`src/sv/rgfm_pkg.sv`:
```
// rgfm_pkg: shared types and constants for the ramped gain feedback mixer
// no dependencies; imported by every rgfm module and the core top level
package rgfm_pkg;

  localparam int unsigned SAMPLE_W = 16;
  localparam int unsigned GAIN_W   = 17;

  // unity gain in Q16 and the ramp granularity mask (multiples of 128)
  localparam logic [GAIN_W-1:0] UNITY_GAIN      = 17'd65536;
  localparam logic [GAIN_W-1:0] GAIN_ALIGN_MASK = 17'h1FF80;

  typedef logic signed [SAMPLE_W-1:0] sample_t;
  typedef logic [GAIN_W-1:0]          gain_t;

  // one sample pair with the gain that applies to it
  typedef struct packed {
    sample_t direct;
    sample_t feedback;
    gain_t   gain;
  } mix_req_t;

endpackage

```
`src/sv/rgfm_gain_ctrl.sv`:
```
// rgfm_gain_ctrl: block position counter and linear gain ramp state
// depends on rgfm_pkg; produces the gain for each accepted sample pair
module rgfm_gain_ctrl import rgfm_pkg::*; #(
  parameter int unsigned BLOCK_SAMPLES = 128
) (
  input  logic  clk_i,
  input  logic  rst_ni,
  input  logic  accept_i,
  input  gain_t target_gain_i,
  output gain_t gain_o
);

  localparam int unsigned POS_W = (BLOCK_SAMPLES > 1) ? $clog2(BLOCK_SAMPLES) : 1;
  localparam logic [POS_W-1:0] LAST_POS = POS_W'(BLOCK_SAMPLES - 1);

  gain_t            cur_q, cur_d;
  gain_t            run_q, run_d;
  gain_t            rem_q, rem_d;
  logic             down_q, down_d;
  logic             active_q, active_d;
  logic [POS_W-1:0] pos_q, pos_d;

  gain_t clamped, held_target, run_base, rem_start, rem_mid;
  logic  block_start, block_end, ramp_start, active_mid, down_mid;

  // target conditioning and ramp update for the current transfer
  always_comb begin
    block_start = (pos_q == '0);
    block_end   = (pos_q == LAST_POS);
    clamped     = (target_gain_i > UNITY_GAIN) ? UNITY_GAIN : target_gain_i;
    held_target = clamped & GAIN_ALIGN_MASK;
    run_base    = block_start ? cur_q : run_q;
    ramp_start  = block_start && !active_q && (held_target != cur_q);
    rem_start   = (held_target < cur_q) ? (cur_q - held_target) : (held_target - cur_q);
    active_mid  = active_q || ramp_start;
    down_mid    = ramp_start ? (held_target < cur_q) : down_q;
    rem_mid     = ramp_start ? rem_start : rem_q;

    run_d = run_base;
    rem_d = rem_mid;
    if (active_mid && (rem_mid != '0)) begin
      run_d = down_mid ? (run_base - 1'b1) : (run_base + 1'b1);
      rem_d = rem_mid - 1'b1;
    end
    down_d = down_mid;

    gain_o = active_mid ? run_d : cur_q;

    // block end: commit ramp progress and retire a finished ramp
    pos_d    = block_end ? '0 : (pos_q + 1'b1);
    cur_d    = cur_q;
    active_d = active_mid;
    if (block_end && active_mid) begin
      cur_d = run_d;
      if (rem_d == '0) begin
        active_d = 1'b0;
      end
    end
  end

  // state registers, updated once per accepted transfer
  always_ff @(posedge clk_i or negedge rst_ni) begin
    if (!rst_ni) begin
      cur_q    <= '0;
      run_q    <= '0;
      rem_q    <= '0;
      down_q   <= 1'b0;
      active_q <= 1'b0;
      pos_q    <= '0;
    end else if (accept_i) begin
      cur_q    <= cur_d;
      run_q    <= run_d;
      rem_q    <= rem_d;
      down_q   <= down_d;
      active_q <= active_d;
      pos_q    <= pos_d;
    end
  end

  // pending ramp steps only exist while a ramp runs
  assert property (@(posedge clk_i) disable iff (!rst_ni) (rem_q != '0) |-> active_q)
    else $error("ramp steps pending without an active ramp");

  // committed gain never leaves the unity range
  assert property (@(posedge clk_i) disable iff (!rst_ni) cur_q <= UNITY_GAIN)
    else $error("block gain above unity");

  // running gain stays in range as well
  assert property (@(posedge clk_i) disable iff (!rst_ni) run_q <= UNITY_GAIN)
    else $error("running gain above unity");

endmodule

```
`src/sv/rgfm_mix_dp.sv`:
```
// rgfm_mix_dp: input register, Q16 scale and saturating add, result register
// depends on rgfm_pkg; carries the valid/stall handshake of both stages
module rgfm_mix_dp import rgfm_pkg::*; (
  input  logic     clk_i,
  input  logic     rst_ni,
  input  logic     req_valid_i,
  input  mix_req_t req_i,
  output logic     req_stall_o,
  output logic     out_valid_o,
  input  logic     out_stall_i,
  output sample_t  mixed_o
);

  localparam int unsigned PROD_W   = GAIN_W + 1 + SAMPLE_W;
  localparam int unsigned SCALED_W = PROD_W - 16;

  localparam logic signed [SCALED_W-1:0] SCALED_MAX = SCALED_W'(32767);
  localparam logic signed [SCALED_W-1:0] SCALED_MIN = -SCALED_W'(32768);
  localparam logic signed [SAMPLE_W:0]   SUM_MAX    = (SAMPLE_W+1)'(32767);
  localparam logic signed [SAMPLE_W:0]   SUM_MIN    = -(SAMPLE_W+1)'(32768);

  logic     stage_valid_q;
  mix_req_t stage_q;
  logic     out_valid_q;
  sample_t  mixed_q, mixed_d;
  logic     out_ready;

  logic signed [GAIN_W:0]     gain_s;
  logic signed [PROD_W-1:0]   prod;
  logic signed [SCALED_W-1:0] scaled;
  sample_t                    scaled_sat;
  logic signed [SAMPLE_W:0]   sum;

  // handshake: the result register frees the input register
  assign out_ready   = !out_valid_q || !out_stall_i;
  assign req_stall_o = stage_valid_q && !out_ready;
  assign out_valid_o = out_valid_q;
  assign mixed_o     = mixed_q;

  // floor((gain * feedback) / 65536), then saturating sums
  always_comb begin
    gain_s = $signed({1'b0, stage_q.gain});
    prod   = gain_s * $signed(stage_q.feedback);
    scaled = prod[PROD_W-1:16];
    if (scaled > SCALED_MAX) begin
      scaled_sat = sample_t'(32767);
    end else if (scaled < SCALED_MIN) begin
      scaled_sat = sample_t'(-32768);
    end else begin
      scaled_sat = scaled[SAMPLE_W-1:0];
    end
    sum = $signed({stage_q.direct[SAMPLE_W-1], stage_q.direct})
        + $signed({scaled_sat[SAMPLE_W-1], scaled_sat});
    if (sum > SUM_MAX) begin
      mixed_d = sample_t'(32767);
    end else if (sum < SUM_MIN) begin
      mixed_d = sample_t'(-32768);
    end else begin
      mixed_d = sum[SAMPLE_W-1:0];
    end
  end

  // valid flags of both stages
  always_ff @(posedge clk_i or negedge rst_ni) begin
    if (!rst_ni) begin
      stage_valid_q <= 1'b0;
      out_valid_q   <= 1'b0;
    end else begin
      if (!req_stall_o) begin
        stage_valid_q <= req_valid_i;
      end
      if (out_ready) begin
        out_valid_q <= stage_valid_q;
      end
    end
  end

  // payload registers
  always_ff @(posedge clk_i) begin
    if (req_valid_i && !req_stall_o) begin
      stage_q <= req_i;
    end
    if (out_ready && stage_valid_q) begin
      mixed_q <= mixed_d;
    end
  end

endmodule

```
`src/sv/ramped_gain_feedback_mixer_core.sv`:
```
// ramped_gain_feedback_mixer_core: top level of the ramped gain feedback mixer
// depends on rgfm_pkg, rgfm_gain_ctrl and rgfm_mix_dp
//
// Mixes a direct sample with a feedback sample scaled by a Q16 gain and
// saturates to 16 bits. The target gain is sampled at the first sample of a
// block of BLOCK_SAMPLES transfers if no ramp runs, clamped to unity and floored
// to a multiple of 128; the gain then ramps toward it one unit per sample.
// One transfer is accepted per clock while in_stall_o is low; each result
// passes the input register, then the 17 by 16 bit multiply and the
// saturating add, then the result register.
module ramped_gain_feedback_mixer_core import rgfm_pkg::*; #(
  parameter int unsigned BLOCK_SAMPLES = 128
) (
  input  logic    clk_i,
  input  logic    rst_ni,
  input  logic    in_valid_i,
  output logic    in_stall_o,
  input  sample_t direct_sample_i,
  input  sample_t feedback_sample_i,
  input  gain_t   target_gain_i,
  output logic    out_valid_o,
  input  logic    out_stall_i,
  output sample_t mixed_sample_o
);

  logic     in_accept;
  logic     req_stall;
  gain_t    gain;
  mix_req_t req;

  assign in_stall_o = req_stall;
  assign in_accept  = in_valid_i && !req_stall;

  // gain ramp state advances on every input transfer
  rgfm_gain_ctrl #(
    .BLOCK_SAMPLES(BLOCK_SAMPLES)
  ) u_gain_ctrl (
    .clk_i        (clk_i),
    .rst_ni       (rst_ni),
    .accept_i     (in_accept),
    .target_gain_i(target_gain_i),
    .gain_o       (gain)
  );

  always_comb begin
    req.direct   = direct_sample_i;
    req.feedback = feedback_sample_i;
    req.gain     = gain;
  end

  // scale and mix datapath
  rgfm_mix_dp u_mix_dp (
    .clk_i      (clk_i),
    .rst_ni     (rst_ni),
    .req_valid_i(in_valid_i),
    .req_i      (req),
    .req_stall_o(req_stall),
    .out_valid_o(out_valid_o),
    .out_stall_i(out_stall_i),
    .mixed_o    (mixed_sample_o)
  );

endmodule
```
`config.mk`:
```
export PLATFORM = sky130hd
export DESIGN_NAME = ramped_gain_feedback_mixer_core
export DESIGN_NICKNAME = d
export VERILOG_FILES = /design/src/sv/rgfm_pkg.sv /design/src/sv/rgfm_gain_ctrl.sv /design/src/sv/rgfm_mix_dp.sv /design/src/sv/ramped_gain_feedback_mixer_core.sv
export SDC_FILE = /design/constraint.sdc
export NUM_CORES = 1
export LEC_CHECK = 0
export ABC_AREA = 0
export BUFFER_PORTS_ARGS = -buffer_cell sky130_fd_sc_hd__buf_2
export CAP_MARGIN = 20
export CORE_ASPECT_RATIO = 1.1
export CORE_UTILIZATION = 65
export CTS_CLUSTER_DIAMETER = 120
export DETAILED_ROUTE_END_ITERATION = 16
export PLACE_DENSITY = 0.87
export SETUP_SLACK_MARGIN = 0.15
export SLEW_MARGIN = 20
export SYNTH_ARGS = -nofsm -noshare
export SYNTH_HDL_FRONTEND = slang
export SYNTH_HIERARCHICAL = 1
export SYNTH_SLANG_ARGS = --single-unit
```
`constraint.sdc`:
```
create_clock -name clk_i -period 26.6 [get_ports clk_i]
set_clock_uncertainty 0.05 [all_clocks]
set_input_delay 1.33 -clock clk_i [delete_from_list [all_inputs] [get_ports clk_i]]
set_output_delay 1.33 -clock clk_i [all_outputs]
set_load 0.005 [all_outputs]
```
==> impl_metrics.ini, run 1 <==
[run_status]
status = completed

[cts]
postCtsSetupBuffers = 0
clk_latency_ns = 0.44
cts_sinks = 127
numCtsBuffers = 17
cts_tree = yes
postCtsHoldBufs = 0
clkTransAtPathRegs_ns = 0.06
ctsHtreeMaxLevel = 4
cts_max_path_buffers = 2
ctsResizeCount = 0
cts_root_buf = clkbuf_16

[synthesis]
synth-async-reset-ratio_pct = 48.8
yosys_register_bits = 127
synth_edf_count = 65
ys_types = 106
ys_warn_count = 6
ys.flop_type = edfxtp_1
syn_inst = 1955
synthesis.nets = 2394
synth.cell_area_mm2 = 0.0179
synth_seq_area_share_pct = 19.6
syn_avg_cell_area_um2 = 9.15

[setup_path]
cp_slowest_cell = edfxtp_1
cp_common_cell = fa_1
crit_path_max_incr_delay_ns = 0.64
endpoint = u_mix_dp/mixed_o[8]
reg2reg_depth = 31
crit_required_ns = 26.83
worstSetupStartpoint = u_mix_dp/stage_q[21]
regToRegEndpoint = u_mix_dp/mixed_o[8]
rr_startpoint = u_mix_dp/stage_q[21]
crit_arrival_ns = 10.41
ff2ff_setup_slack_ns = 16.42
cp-start-kind = register
criticalPathCategory = register to register
endpoint_kind = register
crit_fanout = 17

[global_route]
grt_use_met1_pct = 36.8
grt_max_degree = 73
track_usage_pct = 31.8
grt_util_met2_pct = 56.7
antenna_found_initial = 0
grt_overflow_total = 0
busiest_layer = met2
grt_pass1_wl_mm = 70.2
grt_pass1_vias = 14400
globalRouteMet3Util_pct = 5.38

[detailed_routing]
firstDrtPassIters = 6
drtIter0Drc = 972
postRouteAntennaNets = 0
drc = 0
drt_wl_total_mm = 43.3
vias = 14100
routedWlPerCell_um = 18.5
viasPerCell = 6.00

[floorplan]
die_w_um = 160
fp.dieH_um = 176
num_rows = 63
fp.coreArea_mm2 = 0.0270
die-area_mm2 = 0.0282
start_util_pct = 66.3
ioPinCount = 71

[placement]
portBuffers = 70
dp_hpwl_mm = 33.5
place_area_mm2 = 0.0183
gp_congestion = 0.935

[layout]
fin_area_mm2 = 0.0189
multi_input_area_mm2 = 0.0128
regArea_mm2 = 0.00350
drive_gt1_share_pct = 8.86
nets = 2412
fill_cells = 1983
area_delta_synth_final_pct = 5.71
antenna_cells = 0
fin_util_pct = 70.1

[timing]
slew_headroom_pct = 32.8
drv_slew = 0
setup_viol = 0
finalHoldViolCount = 0
grt_setup_unrepaired = no
fmax_mhz = 98.2
tightestPinTransition_ns = 1.01
final.min_clock_period_ns = 10.18
fin_setup_tns_ns = 0
finalCritPeriodShare_pct = 38.3

[hold_path]
worstHoldPathType = register to register

[run]
drv_cap = 0
==> logic make-up after synthesis <==
logic type | Yosys count | share of synthesized area, %
and+or+nand+nor | 616 | 17.2
muxes | 28 | 1.85
xor gates and xnor gates | 71 | 3.52
DFF | 127 | 19.6
adders and majority gates | 389 | 36.0
AOI/OAI and AO/OA | 336 | 13.0
buffers and inverters | 388 | 8.81
==> sequential cells by signal, summed over array words and instances, names as in the netlist <==
| register | flops |
|---|---|
| u_gain_ctrl/active_q | 1 |
| u_gain_ctrl/cur_q | 17 |
| u_gain_ctrl/down_q | 1 |
| u_gain_ctrl/pos_q | 7 |
| u_gain_ctrl/rem_q | 17 |
| u_gain_ctrl/run_q | 17 |
| u_mix_dp/gain_s | 17 |
| u_mix_dp/mixed_o | 16 |
| u_mix_dp/out_valid_o | 1 |
| u_mix_dp/stage_q | 32 |
| u_mix_dp/stage_valid_q | 1 |
==> layer usage <==
layer | up-vias | share of wire (%)
li1 | 6457 | -
met1 | 6839 | 37
met2 | 619 | 51
met3 | 143 | 6.6
met4 | 0 | 4.6
met5 | - | 0
==> how the worst min path moves through the flow <==
| stage | start | slack (ns) | cells past startpoint | end |
|---|---|---|---|---|
| 2_1_floorplan | u_mix_dp/stage_valid_q | 0.39 | 1 | u_mix_dp/out_valid_o |
| 3_3_place_gp | u_mix_dp/stage_valid_q | 0.40 | 1 | u_mix_dp/out_valid_o |
| 3_5_place_dp | u_mix_dp/stage_valid_q | 0.42 | 1 | u_mix_dp/out_valid_o |
| 4_1_cts | u_mix_dp/stage_valid_q | 0.43 | 1 | u_mix_dp/out_valid_o |
| 5_1_grt | u_mix_dp/stage_valid_q | 0.45 | 1 | u_mix_dp/out_valid_o |
| 6_report | u_mix_dp/stage_valid_q | 0.43 | 1 | u_mix_dp/out_valid_o |
==> worst max-delay path: cells and delay by family (launching register included) <==
| family | cells | cell delay (ns) |
|---|---|---|
| AO/OA/AOI/OAI | 12 | 3.61 |
| adder cells (fa/ha/maj) | 9 | 3.86 |
| buffers and inverters | 5 | 0.27 |
| flip-flops | 1 | 0.64 |
| AND/OR/NAND/NOR | 5 | 1.58 |
==> metrics by stage <==
stage / cells / setup WS [ns] / hold slack (ns)
2_1_floorplan: 1955 / 17.77 / 0.393
3_3_place_gp: 2311 / 17.20 / 0.404
3_5_place_dp: 2311 / 16.71 / 0.417
4_1_cts: 2343 / 16.59 / 0.429
5_1_grt: 2343 / 15.76 / 0.450
6_report: 2343 / 16.42 / 0.426
==> cell usage in the layout, fill, tap and decap left out, drive strengths merged, types with 62 or more instances in the layout <==
cell type,instances
buf,79
edfxtp,65
o21ai,83
inv,310
a21oi,108
fa,210
ha,176
nor2,95
and2,135
dfrtp,62
nand2,243
==> final cells by class <==
| class | instances | area share, % |
|---|---|---|
| inverters | 308 | 6.12 |
| well taps | 357 | 2.36 |
| clock inverters | 13 | 0.602 |
| repair buffers | 79 | 2.21 |
| clock buffers | 19 | 2.40 |
| multi-input cells | 1440 | 67.8 |
| flip-flops and latches | 127 | 18.5 |
==> Yosys cell counts, types with 11 or more instances <==
cell	n	area share, %
a21o_1	19	0.80
a21oi_1	102	2.9
a31oi_1	11	0.38
and2_1	134	4.7
clkbuf_1	51	1.1
dfrtp_1	62	8.7
edfxtp_1	65	11
fa_1	210	24
ha_1	176	12
inv_1	307	6.4
mux2i_1	14	0.78
nand2_1	243	5.1
nand2b_1	13	0.45
nand3_1	30	0.84
nand4_1	11	0.38
nor2_1	94	2.0
nor3_1	22	0.62
o21ai_0	54	1.5
o21ai_1	26	0.73
o22ai_1	17	0.59
xnor2_1	39	1.9
xor2_1	31	1.5
Power of run 1 is not shown: default switching activity piles up to over one toggle a cycle in this logic, so the estimate is an artifact.
==> inputs of run 2 (changes only) <==
--- a/config.mk
+++ b/config.mk
@@ -9,10 +9,10 @@
 export BUFFER_PORTS_ARGS = -buffer_cell sky130_fd_sc_hd__buf_2
 export CAP_MARGIN = 20
 export CORE_ASPECT_RATIO = 1.1
-export CORE_UTILIZATION = 65
+export CORE_UTILIZATION = 59
 export CTS_CLUSTER_DIAMETER = 120
 export DETAILED_ROUTE_END_ITERATION = 16
-export PLACE_DENSITY = 0.87
+export PLACE_DENSITY = 0.84
 export SETUP_SLACK_MARGIN = 0.15
 export SLEW_MARGIN = 20
 export SYNTH_ARGS = -nofsm -noshare
==> constraint.sdc (replaced) <==
create_clock -name clk_i -period 8.2 [get_ports clk_i]
set_clock_uncertainty 0.05 [all_clocks]
set_input_delay 0.41 -clock clk_i [delete_from_list [all_inputs] [get_ports clk_i]]
set_output_delay 0.41 -clock clk_i [all_outputs]
set_load 0.005 [all_outputs]
==> impl_metrics.ini, run 2 (same netlist as run 1, synthesis figures left out) <==
[layout]
layout_commonest_cell = inv_1
drive_gt1_share_pct = 18.7
regMostFlops = u_mix_dp/stage_q
nets = 2577
most-common-layout-cells = 301 x inv_1, 242 x nand2_1, 201 x fa_1
largest_reg_flops = 32
instances_no_fill = 2526
area_delta_synth_final_pct = 15.4

[detailed_routing]
viasPerCell = 6.08
wl_met1_mm = 18.4
wl_met2_mm = 24.7
drt_wl_total_mm = 49.7
postRouteAntennaNets = 0
vias = 15400
drc = 0
maxUsedRoutingLayer = met4
routedWlPerCell_um = 19.7
drtIter0Drc = 1413
wl_met3_mm = 3.67
firstDrtPassIters = 7

[setup_path]
reg2reg_depth = 30
crit_fanout = 8
crit_arrival_ns = 9.02
cp_common_cell = fa_1
crit_required_ns = 8.35
crit_path_max_incr_delay_ns = 0.58
cp-start-kind = register
cp_slowest_cell = fa_1
criticalPathCategory = register to register
endpoint_kind = register

[floorplan]
die_w_um = 168
ioPinCount = 71
start_util_pct = 60.1
die-area_mm2 = 0.0310
num_rows = 66
fp.dieH_um = 185
fp.coreArea_mm2 = 0.0297

[placement]
dp_cells = 2459
dp_hpwl_mm = 35.5
portBuffers = 70
gp_congestion = 0.931

[timing]
finalHoldViolCount = 0
tightestPinTransition_ns = 1.10
finalCritPeriodShare_pct = 108
final.min_clock_period_ns = 8.87
setup_ws_ns = -0.666
grt_setup_unrepaired = yes
slew_headroom_pct = 26.5
fin_setup_tns_ns = -9.58
setup_viol = 16
drv_slew = 0
fmax_mhz = 113

[cts]
ctsHtreeMaxLevel = 4
cts_max_path_buffers = 2
numCtsBuffers = 17
postCtsHoldBufs = 0
cts_sinks = 127
cts_root_buf = clkbuf_16
cts_tree = yes
clk_latency_ns = 0.47
clkTransAtPathRegs_ns = 0.08

[run_status]
status = finished with violations
violations = negative setup slack

[global_route]
grt_max_degree = 73
grt_pass1_vias = 15900
antenna_found_initial = 1
grt_pass1_wl_mm = 78.1
grt_overflow_total = 0
track_usage_pct = 32.2

[hold_path]
worstHoldPathType = primary input to register
whs_path_depth = 1

[run]
drv_cap = 0
[run 2: area by class of cell]
cell class                      instances  area, um^2
Clock inverter                         15         201
Multi-Input combinational cell       1440       13200
Antenna cell                            1        2.50
Fill cell                            2044        9090
Clock buffer                           17         425
Tap cell                              374         468
Timing Repair Buffer                  244        1710
Inverter                              308        1160
Sequential cell                       127        3500
[run 2: critical path: cells and delay by family, from the launching register on]
| family | cells | cell delay, ns |
|---|---|---|
| and+or+nand+nor | 7 | 1.34 |
| adders and majority gates | 9 | 4.11 |
| AOI/OAI and AO/OA | 8 | 2.00 |
| DFF | 1 | 0.44 |
| buffers and inverters | 6 | 0.69 |
[run 2: stage by stage]
step | utilization [%] | hold slack [ns] | cell area (um^2) | setup slack, ns
6_report | 69.4 | 0.0557 | 20600 | -0.666
3_3_place_gp | 65.4 | 0.404 | 19400 | -0.285
3_5_place_dp | 65.4 | 0.422 | 19400 | -0.571
4_1_cts | 69.0 | 0.0506 | 20500 | -0.433
5_1_grt | 69.4 | 0.0587 | 20600 | -0.852
2_1_floorplan | - | 0.0644 | 18100 | -0.246
[run 2: per-layer routing]
| layer | vias to the layer above | GRT usage, % |
|---|---|---|
| met3 | 253 | 4.90 |
| met2 | 824 | 56.0 |
| met4 | 0 | 18.1 |
| li1 | 6784 | - |
| met1 | 7509 | 38.3 |
| met5 | - | 0 |
[run 2: repair_timing]
item,in CTS,in global routing
gates resized for setup,60,11
hold endpoints to repair,0,0
setup buffers,20,12
cloned,2,0
pin swaps,27,15
endpoints found under the setup margin,16,16
[run 2: path summary, 6_finish.rpt]
check	start	slack, ns	to
hold reg to reg	u_mix_dp/stage_valid_q	0.44	u_mix_dp/out_valid_o
hold / removal	feedback_sample_i[3]	0.06	u_mix_dp/stage_q[20]
setup reg to reg	u_mix_dp/stage_q[27]	-0.67	u_mix_dp/mixed_o[13]
max in group asynchronous	rst_ni	7.45	u_gain_ctrl/rem_q[1]
min in group asynchronous	rst_ni	0.10	u_gain_ctrl/cur_q[14]
setup / recovery	u_mix_dp/stage_q[27]	-0.67	u_mix_dp/mixed_o[13]
Power of run 2 is left out for the same reason.
